File: src/rtl/glyq_pkg.sv
// ----------------------------------------------------------------------------
// Glyph quad generator package
// Shared constants, types and helper functions for the glyph quad generator.
// ----------------------------------------------------------------------------
package glyq_pkg;

    localparam int GLYPH_COUNT = 256;
    // Character codes are eight bits wide, so no more than 256 entries are reachable.
    localparam int TABLE_DEPTH = (GLYPH_COUNT < 256) ? GLYPH_COUNT : 256;
    localparam int IDX_W       = $clog2(TABLE_DEPTH);
    localparam int ENTRY_W     = 84;

    localparam int CFG_W      = 16;
    localparam int CFG_ADDR_W = 3;

    localparam logic [CFG_ADDR_W-1:0] CFG_SCREEN_WIDTH  = 3'd0;
    localparam logic [CFG_ADDR_W-1:0] CFG_SCREEN_HEIGHT = 3'd1;
    localparam logic [CFG_ADDR_W-1:0] CFG_TEX_WIDTH     = 3'd2;
    localparam logic [CFG_ADDR_W-1:0] CFG_TEX_HEIGHT    = 3'd3;
    localparam logic [CFG_ADDR_W-1:0] CFG_MAX_LETTERS   = 3'd4;

    localparam logic CMD_LOAD = 1'b0;
    localparam logic CMD_DRAW = 1'b1;

    localparam logic [1:0] CORNER_BR = 2'd3;

    typedef logic signed [16:0] pos_t;
    typedef logic [16:0]        tex_t;

    localparam tex_t TEX_ONE = 17'h10000;

    typedef enum logic [1:0] {
        JOB_UL,
        JOB_UR,
        JOB_VT,
        JOB_VB
    } div_job_t;

    typedef struct packed {
        logic       accept;
        logic       lookup;
        logic       calc;
        logic       div_start;
        div_job_t   div_job;
        logic       div_store;
        logic [1:0] corner;
        logic       advance;
    } dp_cmd_t;

    typedef struct packed {
        logic is_draw;
        logic drop;
        logic div_done;
    } dp_status_t;

    function automatic pos_t sat_pos(input logic signed [19:0] v);
        pos_t r;
        if (v < -20'sd65536)
        begin
            r = -17'sd65536;
        end
        else if (v > 20'sd65535)
        begin
            r = 17'sd65535;
        end
        else
        begin
            r = v[16:0];
        end
        return r;
    endfunction

endpackage

File: src/rtl/glyq_ctrl.sv
// ----------------------------------------------------------------------------
// Glyph quad controller
// Sequences table lookup, position set-up, divisions and vertex output.
// ----------------------------------------------------------------------------
module glyq_ctrl (
    input  logic                 clk,
    input  logic                 rst_n,
    input  logic                 item_valid,
    output logic                 item_ready,
    output logic                 vertex_valid,
    input  logic                 vertex_ready,
    input  glyq_pkg::dp_status_t dp_status,
    output glyq_pkg::dp_cmd_t    dp_cmd
);
    import glyq_pkg::*;

    typedef enum logic [2:0] {
        S_IDLE,
        S_LOOKUP,
        S_CALC,
        S_DSTART,
        S_DWAIT,
        S_EMIT
    } state_t;

    state_t     state_reg;
    div_job_t   job_reg;
    logic [1:0] corner_reg;
    logic       accept;

    assign item_ready   = (state_reg == S_IDLE);
    assign vertex_valid = (state_reg == S_EMIT);
    assign accept       = item_valid && item_ready;

    always_ff @(posedge clk or negedge rst_n)
    begin
        if (!rst_n)
        begin
            state_reg  <= S_IDLE;
            job_reg    <= JOB_UL;
            corner_reg <= 2'd0;
        end
        else
        begin
            case (state_reg)
                S_IDLE:
                begin
                    if (accept && dp_status.is_draw && !dp_status.drop)
                    begin
                        state_reg <= S_LOOKUP;
                    end
                end
                S_LOOKUP:
                begin
                    state_reg <= S_CALC;
                end
                S_CALC:
                begin
                    job_reg   <= JOB_UL;
                    state_reg <= S_DSTART;
                end
                S_DSTART:
                begin
                    state_reg <= S_DWAIT;
                end
                S_DWAIT:
                begin
                    if (dp_status.div_done)
                    begin
                        if (job_reg == JOB_VB)
                        begin
                            corner_reg <= 2'd0;
                            state_reg  <= S_EMIT;
                        end
                        else
                        begin
                            job_reg   <= div_job_t'(job_reg + 2'd1);
                            state_reg <= S_DSTART;
                        end
                    end
                end
                S_EMIT:
                begin
                    if (vertex_ready)
                    begin
                        if (corner_reg == CORNER_BR)
                        begin
                            state_reg <= S_IDLE;
                        end
                        corner_reg <= corner_reg + 2'd1;
                    end
                end
                default:
                begin
                    state_reg <= S_IDLE;
                end
            endcase
        end
    end

    assign dp_cmd.accept    = accept;
    assign dp_cmd.lookup    = (state_reg == S_LOOKUP);
    assign dp_cmd.calc      = (state_reg == S_CALC);
    assign dp_cmd.div_start = (state_reg == S_DSTART);
    assign dp_cmd.div_job   = job_reg;
    assign dp_cmd.div_store = (state_reg == S_DWAIT);
    assign dp_cmd.corner    = corner_reg;
    assign dp_cmd.advance   = (state_reg == S_EMIT) && vertex_ready
                              && (corner_reg == CORNER_BR);

endmodule

File: config.mk
export PLATFORM = sky130hd
export DESIGN_NAME = glyq_ctrl
export DESIGN_NICKNAME = d
export VERILOG_FILES = /design/src/rtl/glyq_pkg.sv /design/src/rtl/glyq_ctrl.sv
export SDC_FILE = /design/constraint.sdc
export NUM_CORES = 1
export LEC_CHECK = 0
export BUFFER_PORTS_ARGS = -buffer_cell sky130_fd_sc_hd__buf_2
export CAP_MARGIN = 20
export CORE_AREA = 2 2 39 41
export CTS_CLUSTER_DIAMETER = 30
export CTS_CLUSTER_SIZE = 25
export DETAILED_ROUTE_END_ITERATION = 16
export DIE_AREA = 0 0 41 43
export GPL_ROUTABILITY_DRIVEN = 1
export PLACE_DENSITY = 0.69
export SKIP_LAST_GASP = 1
export SLEW_MARGIN = 25
export SYNTH_ARGS = -nofsm -noshare
export SYNTH_HDL_FRONTEND = slang
export SYNTH_SLANG_ARGS = --single-unit
File: constraint.sdc
create_clock -name clk -period 3.17 [get_ports clk]
set_input_delay 0.634 -clock clk [delete_from_list [all_inputs] [get_ports clk]]
set_output_delay 0.634 -clock clk [all_outputs]
set_load 0.01 [all_outputs]
==> results.sh <==
export IMPL_clk_pin_slew_worst_paths_ns=0.05
export IMPL_tightest_slew_ns=0.407
export IMPL_relSlewSlack=0.728
export IMPL_syn_inst=52
export IMPL_totalNegativeSetupSlack_ns=0
export IMPL_rows=14
export IMPL_timing_hold_worst_class="input pin to async pin"
export IMPL_drt_iter0_markers=3
export IMPL_fp_coreArea_um2=1380
export IMPL_dr_total_vias=439
export IMPL_chipWidth_um=41
export IMPL_grt_pass1_wl_um=1610
export IMPL_p_total_w=0.000526
export IMPL_synth_cell_area_um2=492
export IMPL_seq_area_frac_synth=0.356
export IMPL_setup_repair_after_global_routing_missed_its_margin="no"
export IMPL_yosysWarnings=0
export IMPL_fin_util=0.435
export IMPL_fraction_of_synthesis_flops_using_an_asynchronous_set_or_reset_pin=1.00
export IMPL_maxSlewViolCount=0
export IMPL_post_cts_repair_setup_buffers=0
export IMPL_antenna_violating_nets_post_route=0
export IMPL_floorplan_io_pins=19
export IMPL_final_hold_violation_count=0
export IMPL_globalRouteTotalUtil=0.138
export IMPL_worst_endpoint_required_ns=2.54
export IMPL_finalWorstPathRequiredPeriod_ns=2.03
export IMPL_largest_reg_flops=3
export IMPL_cts_num_sinks=7
export IMPL_seq_area_um2=175
export IMPL_routabilityCongestion=0.819
export IMPL_finClkSkew_ns=0.00323
export IMPL_grt_pass1_vias=398
export IMPL_antennaDiodeCount=0
export IMPL_grt_antenna_before_repair=0
export IMPL_route_detailed_wl_per_inst_um=11.4
export IMPL_timing_fmax_mhz=493
export IMPL_clock_path_buffers=2
export IMPL_clockRootBuffer="sky130_fd_sc_hd__clkbuf_4"
export IMPL_regToRegEndpoint="job_reg[1]$_DFFE_PN0P_"
export IMPL_critical_path_slowest_cell="sky130_fd_sc_hd__dfrtp_1"
export IMPL_synth_distinct_cells=27
export IMPL_final_fill_count=135
export IMPL_cts_buffers_inserted=3
export IMPL_final_wirelength_um=993
export IMPL_layout_cells_most_common_list="sky130_fd_sc_hd__buf_2, sky130_fd_sc_hd__dfrtp_1, sky130_fd_sc_hd__o21ai_0"
export IMPL_worst_setup_path_start_kind="flop"
export IMPL_worst_ir_drop_vdd_mv=0.330
export IMPL_worst_path_largest_cell_delay_ns=0.56
export IMPL_dominantRegCellSynth="sky130_fd_sc_hd__dfrtp_1"
export IMPL_reg2regPathDepth=4
export IMPL_clock_tree_htree_level_count=1
export IMPL_critical_path_arrival_ns=1.39
export IMPL_tritoncts_clock_tree="built"
export IMPL_post_route_cells_drive_above_1_share=0.324
export IMPL_mostFrequentLayoutCell="sky130_fd_sc_hd__buf_2"
export IMPL_max_cap_viol_count=0
export IMPL_report_final_setup_viol=0
export IMPL_floorplan_initialDensity=0.355
export IMPL_route_detailed_drc=0
export IMPL_routed_via_density=5.05
export IMPL_gr_total_overflow=0
export IMPL_critical_path_peak_fanout=12
export IMPL_post_synth_edffs=0
export IMPL_flop_and_latch_count_out_of_synthesis=7
export IMPL_worstSkewPairLatency_ns=0.25
export IMPL_multiInputGateArea_um2=279
export IMPL_port_buffers=18
export IMPL_r2r_start="job_reg[0]$_DFFE_PN0P_"
export IMPL_crit_type="flop to output port"
export IMPL_setup_worst_path_end_class="output port"
export IMPL_layout_nets=81
export IMPL_syn_to_final_growth_pct=22.4
export IMPL_dieHeight_um=43
export IMPL_timing_reg2reg_setup_slack_ns=1.79
export IMPL_synth_nets=61
export IMPL_cts_repair_resize_count=0
export IMPL_total_leakage_power_nw=0.291
export IMPL_postSynthAreaPerCell_um2=9.46
export IMPL_outcome="complete, no violations"
export IMPL_final_period_utilization=0.639
export IMPL_post_cts_hold_buffer_count=0
export IMPL_first_pass_iters=4
export IMPL_crit_chain="inv_1, nor2_1, and3_1, buf_2"
export IMPL_cellPowerDensity_nw_per_um2=875
export IMPL_grt_max_degree=15
export IMPL_dieArea_um2=1760
## layer usage
layer	global-route usage	vias up	wire (um)	share of wire
met4	0.0800	0	6	0.0060
li1	-	226	-	-
met3	0.0471	2	44	0.044
met1	0.169	200	472	0.48
met5	0	-	0	0
met2	0.200	11	470	0.47
## cell type report
class	instances	share of cell area
multi-input cells	39	0.464
clock buffers	4	0.0437
repair buffers	18	0.150
inverters	3	0.0187
well taps	16	0.0333
flip-flops and latches	7	0.291
## worst max path at each step
| stage | from | end |
|---|---|---|
| 3_5_place_dp | state_reg[1]$_DFFE_PN0P_ | dp_cmd[0] |
| 4_1_cts | state_reg[1]$_DFFE_PN0P_ | dp_cmd[0] |
| 6_report | state_reg[0]$_DFFE_PN0P_ | dp_cmd[0] |
| 5_1_grt | state_reg[1]$_DFFE_PN0P_ | dp_cmd[0] |
| 2_1_floorplan | state_reg[0]$_DFFE_PN0P_ | dp_cmd[9] |
| 3_3_place_gp | state_reg[1]$_DFFE_PN0P_ | dp_cmd[0] |
## cells by family after synthesis
logic type               after synthesis  synth area share
flip-flops                             7             0.356
AO/OA/AOI/OAI                         16             0.209
buffers and inverters                  6            0.0763
multiplexers                           1            0.0204
adder cells (fa/ha/maj)                2            0.0509
AND/OR/NAND/NOR                       20             0.288
## cells in the mapped netlist, drive strengths merged (2+ instances only)
cell,instances,area share
dfrtp,7,0.36
o21ai,5,0.051
nor2b,4,0.056
a21oi,3,0.031
buf,3,0.053
inv,3,0.023
nor3,3,0.031
a31oi,2,0.025
and2,2,0.025
and3,2,0.025
ha,2,0.051
nor2,2,0.015
o2bb2ai,2,0.036
## through the flow
stage / worst slack [ns] / instance area (um2) / std cells / hold slack, ns
5_1_grt: 1.01 / 602 / 87 / 0.209
3_3_place_gp: 1.43 / 576 / 83 / 0.482
4_1_cts: 1.14 / 602 / 87 / 0.211
3_5_place_dp: 1.41 / 576 / 83 / 0.482
6_report: 1.14 / 602 / 87 / 0.213
2_1_floorplan: 1.41 / 492 / 52 / 0.338
## worst max-delay path, delay by kind of cell (launching register included)
kind | cells | cell delay, ns
buf+inv | 2 | 0.29
flops | 1 | 0.56
simple gates | 2 | 0.30
## where the power goes
part / total [W] / switching [W] / internal, W
registers: 0.000198 / 0.0000739 / 0.000125
clock network: 0.0000778 / 0.0000299 / 0.0000478
logic: 0.000250 / 0.000123 / 0.000127
total: 0.000526 / 0.000227 / 0.000299
Note: power is estimated with default switching activity, not from simulation.
